## src/rtl/core/bfsa_pkg.sv

```systemverilog
package bfsa_pkg;

    // input word fields
    localparam int OP_W      = 2;
    localparam int REQ_W     = 32;
    localparam int ALIGN_W   = 17;
    localparam int FADDR_W   = 32;
    localparam int OP_LSB    = 0;
    localparam int REQ_LSB   = OP_LSB + OP_W;
    localparam int ALIGN_LSB = REQ_LSB + REQ_W;
    localparam int FADDR_LSB = ALIGN_LSB + ALIGN_W;
    localparam int S_DATA_W  = 88;

    // result word fields
    localparam int OUT_ADDR_W = 32;
    localparam int STATUS_W   = 3;
    localparam int STATUS_LSB = OUT_ADDR_W;
    localparam int M_DATA_W   = 40;

    // configuration
    localparam int CFG_ADDR_W = 2;
    localparam int CFG_DATA_W = 32;
    localparam int BASE_W     = 32;
    localparam int ISIZE_W    = 21;
    localparam int LIMIT_W    = 32;

    localparam logic [CFG_ADDR_W-1:0] CFG_HEAP_BASE    = 2'd0;
    localparam logic [CFG_ADDR_W-1:0] CFG_INITIAL_SIZE = 2'd1;
    localparam logic [CFG_ADDR_W-1:0] CFG_HEAP_LIMIT   = 2'd2;

    localparam logic [BASE_W-1:0]  RST_HEAP_BASE    = 32'h0000_0000;
    localparam logic [ISIZE_W-1:0] RST_INITIAL_SIZE = 21'h01000;
    localparam logic [LIMIT_W-1:0] RST_HEAP_LIMIT   = 32'hFFFF_FFFF;

    localparam logic [OP_W-1:0] OP_ALLOC   = 2'd0;
    localparam logic [OP_W-1:0] OP_ALIGNED = 2'd1;
    localparam logic [OP_W-1:0] OP_FREE    = 2'd2;

    localparam logic [STATUS_W-1:0] ST_OK        = 3'd0;
    localparam logic [STATUS_W-1:0] ST_ZERO_SIZE = 3'd1;
    localparam logic [STATUS_W-1:0] ST_BAD_ALIGN = 3'd2;
    localparam logic [STATUS_W-1:0] ST_NO_SPACE  = 3'd3;
    localparam logic [STATUS_W-1:0] ST_NOT_FOUND = 3'd4;

endpackage

```

## src/rtl/core/bfsa_mod.sv

```systemverilog
// Restoring remainder, one dividend bit per cycle.
module bfsa_mod #(
    parameter int DW = 33
) (
    input  logic                              aclk,
    input  logic                              aresetn,
    input  logic                              start,
    input  logic [DW-1:0]                     dividend,
    input  logic [bfsa_pkg::ALIGN_W-1:0]      divisor,
    output logic                              done,
    output logic [bfsa_pkg::ALIGN_W-1:0]      rem
);
    localparam int CNTW = $clog2(DW + 1);
    localparam int RW   = bfsa_pkg::ALIGN_W + 1;

    logic [DW-1:0]   dv_reg;
    logic [RW-1:0]   rem_reg;
    logic [CNTW-1:0] cnt_reg;
    logic            done_reg;
    logic [RW-1:0]   trial;

    assign trial = {rem_reg[RW-2:0], dv_reg[DW-1]};

    always_ff @(posedge aclk) begin
        if (!aresetn) begin
            cnt_reg  <= '0;
            done_reg <= 1'b0;
        end else if (start) begin
            dv_reg   <= dividend;
            rem_reg  <= '0;
            cnt_reg  <= CNTW'(DW);
            done_reg <= 1'b0;
        end else if (cnt_reg != '0) begin
            dv_reg   <= dv_reg << 1;
            rem_reg  <= (trial >= RW'(divisor)) ? trial - RW'(divisor) : trial;
            cnt_reg  <= cnt_reg - CNTW'(1);
            done_reg <= (cnt_reg == CNTW'(1));
        end else begin
            done_reg <= 1'b0;
        end
    end

    assign done = done_reg;
    assign rem  = rem_reg[RW-2:0];
endmodule

```

## config.mk

```make
export PLATFORM = sky130hd
export DESIGN_NAME = bfsa_mod
export DESIGN_NICKNAME = d
export VERILOG_FILES = /design/src/rtl/core/bfsa_pkg.sv /design/src/rtl/core/bfsa_mod.sv
export SDC_FILE = /design/constraint.sdc
export NUM_CORES = 1
export LEC_CHECK = 0
export BUFFER_PORTS_ARGS = -buffer_cell sky130_fd_sc_hd__buf_2
export CAP_MARGIN = 20
export CORE_MARGIN = 3
export CORE_UTILIZATION = 40
export CTS_CLUSTER_DIAMETER = 150
export DETAILED_ROUTE_END_ITERATION = 10
export MAX_ROUTING_LAYER = met4
export PLACE_DENSITY = 0.64
export SYNTH_ARGS = -nofsm -noshare
export SYNTH_HDL_FRONTEND = slang
export SYNTH_SLANG_ARGS = --single-unit
```

## constraint.sdc

```tcl
create_clock -name aclk -period 2.66 [get_ports aclk]
set_input_delay 0.133 -clock aclk [delete_from_list [all_inputs] [get_ports aclk]]
set_output_delay 0.133 -clock aclk [all_outputs]
set_load 0.01 [all_outputs]
```

==> results of run 1 <==
cells by family after synthesis:
family,Yosys count
AOI/OAI and AO/OA,73
and+or+nand+nor,64
DFF,57
muxes,41
buffers and inverters,33
adders and majority gates,21
xor gates and xnor gates,14
placed cells by master (no fill, tap or decap), types with 14 or more instances in the layout:
cell type and n:
buf_2 70, ha_1 20, a21oi_1 19, inv_1 23, buf_4 14, mux2_2 32, nor2_1 18, nand2_1 15
edfxtp_1 50
final timing paths:
kind,from,end,slack [ns],depth (start not counted)
worst max-delay path,dv_reg[32]$_DFFE_PP_,rem_reg[16]$_SDFFCE_PP0P_,0.12,10
worst min-delay path,aresetn,cnt_reg[0]$_SDFFE_PN0N_,0.09,2
worst max register to register,dv_reg[32]$_DFFE_PP_,rem_reg[16]$_SDFFCE_PP0P_,0.12,10
worst min register to register,dv_reg[5]$_DFFE_PP_,dv_reg[6]$_DFFE_PP_,0.55,1
synth_stat cells, drive strengths merged (6+ instances only):
master / count / area share
o21ai: 10 / 0.016
a21o: 9 / 0.020
mux2: 32 / 0.10
o21a: 8 / 0.017
nor2: 18 / 0.020
dfxtp: 7 / 0.041
xnor2: 8 / 0.020
a21oi: 20 / 0.029
xor2: 6 / 0.015
mux2i: 9 / 0.026
clkbuf: 7 / 0.0080
edfxtp: 50 / 0.43
inv: 23 / 0.025
ha: 20 / 0.072
nand2: 16 / 0.018
per-layer routing:
metal / part of all wire / GRT usage
met1: 0.44 / 0.204
met2: 0.48 / 0.248
met3: 0.072 / 0.0538
met4: 0.012 / 0.0410
met5: 0 / -
area by class of cell:
cell class	count	area, sq um
fillers	799	4080
multi-input cells	213	1700
flip-flops and latches	57	1640
repair buffers	85	475
well taps	105	131
clock buffers	9	124
inverters	23	86.3
clock inverters	6	60.1
diodes	1	2.50
repair_timing:
item | CTS | global route
hold buffers | 0 | 0
endpoints found under the setup margin | 0 | 17
resized for setup | 0 | 6
buffers inserted | 0 | 0
power by group:
group | internal, mW | leakage [nW] | switching [mW]
Clock | 0.422 | 0.0925 | 0.349
Combinational | 0.521 | 1.20 | 0.564
Sequential | 1.14 | 0.548 | 0.0709
Total | 2.08 | 1.84 | 0.984
metrics by stage:
step	utilization	hold WS, ns	power [mW]	area [sq um]	instances
floorplan	-	0.287	1.98	3450	303
global placement	0.483	0.420	2.28	4010	483
detailed placement	0.483	0.432	2.29	4010	483
CTS	0.505	0.0702	3.08	4190	498
global route	0.508	0.0716	3.28	4220	499
finish	0.508	0.0878	3.07	4220	499
==> impl_metrics.yaml, run 1 <==
global_route:
  grt_pass1_wl_um: 12200
  grt_pass1_vias: 2645
  antenna_found_initial: 1
  grt_start_max_net_pins: 33
  grt_usage: 0.161
  grt.overflow.total: 0
floorplanning:
  die-area_sq_um: 9780
  rows: 33
  core_area_sq_um: 8300
  start_util: 0.416
  fp.dieW_um: 98.9
  ioPinCount: 71
  die-height_um: 98.9
sta:
  max_slew_margin: 0.592
  clock_skew_ns: 0.00609
  fmax_mhz: 394
  setup_viol: 0
  drv_slew: 0
  finalHoldViolations: 0
  fin_crit_sh: 0.954
  setup_slack_ns: 0.122
  rsz0062_at_grt: "false"
  post-route-min-period_ns: 2.54
  setup_tns_ns: 0
  tightestPinTransition_ns: 0.613
yosys:
  async_flop_share: 0
  synth.avg_cell_area_sq_um: 11.4
  syn-cell-area_sq_um: 3450
  synth_nets: 377
  synth_seq_cells: 57
  synth_edf_count: 50
  ys_warn_count: 0
  synth_flop_cell: "edfxtp_1"
  synth_compound_area_frac: 0.145
  synth_xor_area_frac: 0.0355
  yosys.area_share.simple: 0.0950
  synth_top_family_by_area: "compound AO/OA/AOI/OAI gates"
  synthCells: 303
  synth_fa_ha_area_frac: 0.0783
  muxShareOfSynthArea: 0.130
  yosysSeqAreaShare: 0.476
  synth_cell_types: 51
critical_path:
  cp_data_required_time_ns: 2.74
  crit_type: "reg2reg"
  cp_max_fo: 3
  worst_path_most_repeated_cell: "inv_1"
  path_delay_family: "compound AO/OA/AOI/OAI gates"
  crit_slowest_cell: "edfxtp_1"
  end_kind: "flop"
  worstSetupStartpointType: "flop"
  arrival_ns: 2.62
  critPathMaxStageDelay_ns: 0.39
  crit_buf_inv: 2
  crit_chain: "inv_1 > ha_1 > inv_1 > fa_2 > a21o_1 > a221o_1 > o2bb2ai_2 > a21oi_1 > xnor2_1 > a22o_2"
clocking:
  path_clk_slew_ns: 0.06
  ctsHtreeMaxLevel: 3
  cts_root_buffer: "clkbuf_8"
  max-clock-path-buffers: 2
  clkLatencyLatePin_ns: 0.33
  numCtsBuffers: 9
  cts_sinks: 57
  tritoncts: "yes"
routing:
  dr_total_vias: 2624
  drc_errors: 0
  dr.first_iter.drc_count: 86
  routedWlPerCell_um: 14.6
  wl_um: 7280
  first_pass_iters: 6
  via_per_inst: 5.26
  ant_nets: 0
outcome:
  status: "finished, final reports clean"
place:
  gp_congestion: 0.896
  pre_cts_ws_ns: 0.0374
  port_buffers: 70
  dp_hpwl_um: 5270
layout:
  layout-drive-gt1-share: 0.384
  largest_register_ffs: 33
  area_delta_synth_final_pct: 22.2
  fin_nets: 463
run:
  drv_cap: 0
power:
  power_density_nw_per_um2: 727
  leakage_nw: 1.84
  irDropWorstVdd_uv: 371
min_path:
  hold_path.class: "in2reg"
Note: power is estimated with default switching activity, not from simulation.
==> run 2, diff against run 1 <==
--- a/config.mk
+++ b/config.mk
@@ -12,7 +12,7 @@
 export CTS_CLUSTER_DIAMETER = 150
 export DETAILED_ROUTE_END_ITERATION = 10
 export MAX_ROUTING_LAYER = met4
-export PLACE_DENSITY = 0.64
+export PLACE_DENSITY = 0.67
 export SYNTH_ARGS = -nofsm -noshare
 export SYNTH_HDL_FRONTEND = slang
 export SYNTH_SLANG_ARGS = --single-unit
==> constraint.sdc (replaced) <==
create_clock -name aclk -period 2.09 [get_ports aclk]
set_input_delay 0.1045 -clock aclk [delete_from_list [all_inputs] [get_ports aclk]]
set_output_delay 0.1045 -clock aclk [all_outputs]
set_load 0.01 [all_outputs]
==> impl_metrics.yaml, run 2 (synthesis gave the netlist of run 1 again) <==
critical_path:
  cp_max_fo: 3
  cp_data_required_time_ns: 2.17
  crit_type: "reg2reg"
  reg2reg_from: "dv_reg[32]$_DFFE_PP_"
  worstSetupStartpointType: "flop"
  arrival_ns: 2.53
  r2r_cells: 10
  endpoint: "rem_reg[14]$_SDFFCE_PP0P_"
  cp-startpoint: "dv_reg[32]$_DFFE_PP_"
  rrSetupSlack_ns: -0.36
  end_kind: "flop"
  worstReg2RegEnd: "rem_reg[14]$_SDFFCE_PP0P_"
layout:
  nFillCells: 703
  area_delta_synth_final_pct: 39.6
  layout-drive-gt1-share: 0.488
  n_antenna_cell: 0
  final_cell_mix: "buf_2 (70), buf_4 (63), edfxtp_1 (50)"
  fin_nets: 516
  largest_register_ffs: 33
  layout_commonest_cell: "buf_2"
place:
  dp_hpwl_um: 5980
  port_buffers: 70
  gp_congestion: 0.867
sta:
  setup_tns_ns: -5.24
  max_slew_margin: 0.712
  worst_hold_slack_ns: 0.0436
  setup_viol: 17
  post-route-min-period_ns: 2.45
  drv_slew: 0
  setup_slack_ns: -0.363
  fmax_mhz: 408
  rsz0062_at_grt: "true"
  fin_crit_sh: 1.17
  tightestPinTransition_ns: 0.430
  clock_skew_ns: 0.00874
  finalHoldViolations: 0
floorplanning:
  core_area_sq_um: 8300
  rows: 33
  die-height_um: 98.9
  fp.dieW_um: 98.9
  die-area_sq_um: 9780
  start_util: 0.416
  ioPinCount: 71
routing:
  routedWlPerCell_um: 15.2
  via_per_inst: 5.22
  wl_um: 8390
  dr.first_iter.drc_count: 133
  drc_errors: 0
  dr_total_vias: 2883
  first_pass_iters: 5
  ant_nets: 0
outcome:
  violations: "negative setup slack"
  status: "complete, but fails checks"
clocking:
  path_clk_slew_ns: 0.07
  clkLatencyLatePin_ns: 0.34
  max-clock-path-buffers: 2
  ctsHtreeMaxLevel: 3
  holdBufCountCts: 0
  cts_root_buffer: "clkbuf_8"
  tritoncts: "yes"
  cts_sinks: 57
  numCtsBuffers: 9
global_route:
  antenna_found_initial: 0
  grt_start_max_net_pins: 39
  grt_pass1_wl_um: 13700
  grt_pass1_vias: 2913
  grt.overflow.total: 0
  grt_usage: 0.181
power:
  power_density_nw_per_um2: 949
  irDropWorstVdd_uv: 543
  leakage_nw: 2.13
run:
  drv_cap: 0
min_path:
  hold_path.class: "in2reg"
==> run 2: layout make-up <==
cell class                      instances  area (sq um)  share of cell area
Sequential cell                        57          1640               0.341
Clock inverter                          6          90.1              0.0187
Clock buffer                           10           138              0.0286
Tap cell                              105           131              0.0273
Inverter                               23          86.3              0.0179
Timing Repair Buffer                  137           886               0.184
Multi-Input combinational cell        214          1850               0.383
==> run 2: how the worst min path moves through the flow <==
stage	startpoint	endpoint	slack [ns]	depth (start not counted)
after floorplan	aresetn	cnt_reg[0]$_SDFFE_PN0N_	0.26	1
after global placement	dividend[0]	dv_reg[0]$_SDFFCE_PN0P_	0.39	2
after detailed placement	dividend[0]	dv_reg[0]$_SDFFCE_PN0P_	0.39	2
after CTS	dividend[0]	dv_reg[0]$_SDFFCE_PN0P_	0.03	2
after global routing	dividend[0]	dv_reg[0]$_SDFFCE_PN0P_	0.03	2
final	aresetn	cnt_reg[0]$_SDFFE_PN0N_	0.04	2
==> run 2: what timing repair did <==
item / in CTS / in global routing
gates cloned: 1 / 0
setup buffers: 3 / 5
endpoints found under the hold margin: 0 / 0
setup endpoints to repair: 17 / 17
resized for setup: 17 / 5
pin swaps: 13 / 10
==> run 2: routing by layer <==
layer,GRT usage,part of all wire
met1,0.224,0.43
met2,0.284,0.47
met3,0.0418,0.070
met4,0.0767,0.029
met5,-,0
==> run 2: through the flow <==
step	cell area, sq um	worst slack [ns]	power, mW	std cells	util
2_1_floorplan	3520	-0.251	2.56	303	-
3_3_place_gp	4410	-0.403	3.15	527	0.531
3_5_place_dp	4410	-0.378	3.19	527	0.531
4_1_cts	4730	-0.342	4.49	547	0.570
5_1_grt	4820	-0.505	4.83	552	0.581
6_report	4820	-0.363	4.57	552	0.581
==> run 2: power breakdown <==
| part | internal, mW | total [mW] | switching, mW | leakage (nW) |
|---|---|---|---|---|
| logic | 0.959 | 1.84 | 0.883 | 1.47 |
| registers | 1.45 | 1.54 | 0.0874 | 0.548 |
| clock network | 0.708 | 1.19 | 0.487 | 0.113 |
==> run 2: worst max-delay path, stage by stage (launching register included) <==
cell and delay, ns:
edfxtp_1 0.38, inv_1 0.07, ha_1 0.14, inv_1 0.05
fa_2 0.36, a21o_1 0.20, a221o_1 0.37, a21oi_2 0.24
o21ai_1 0.11, xnor2_1 0.18, a211oi_2 0.10
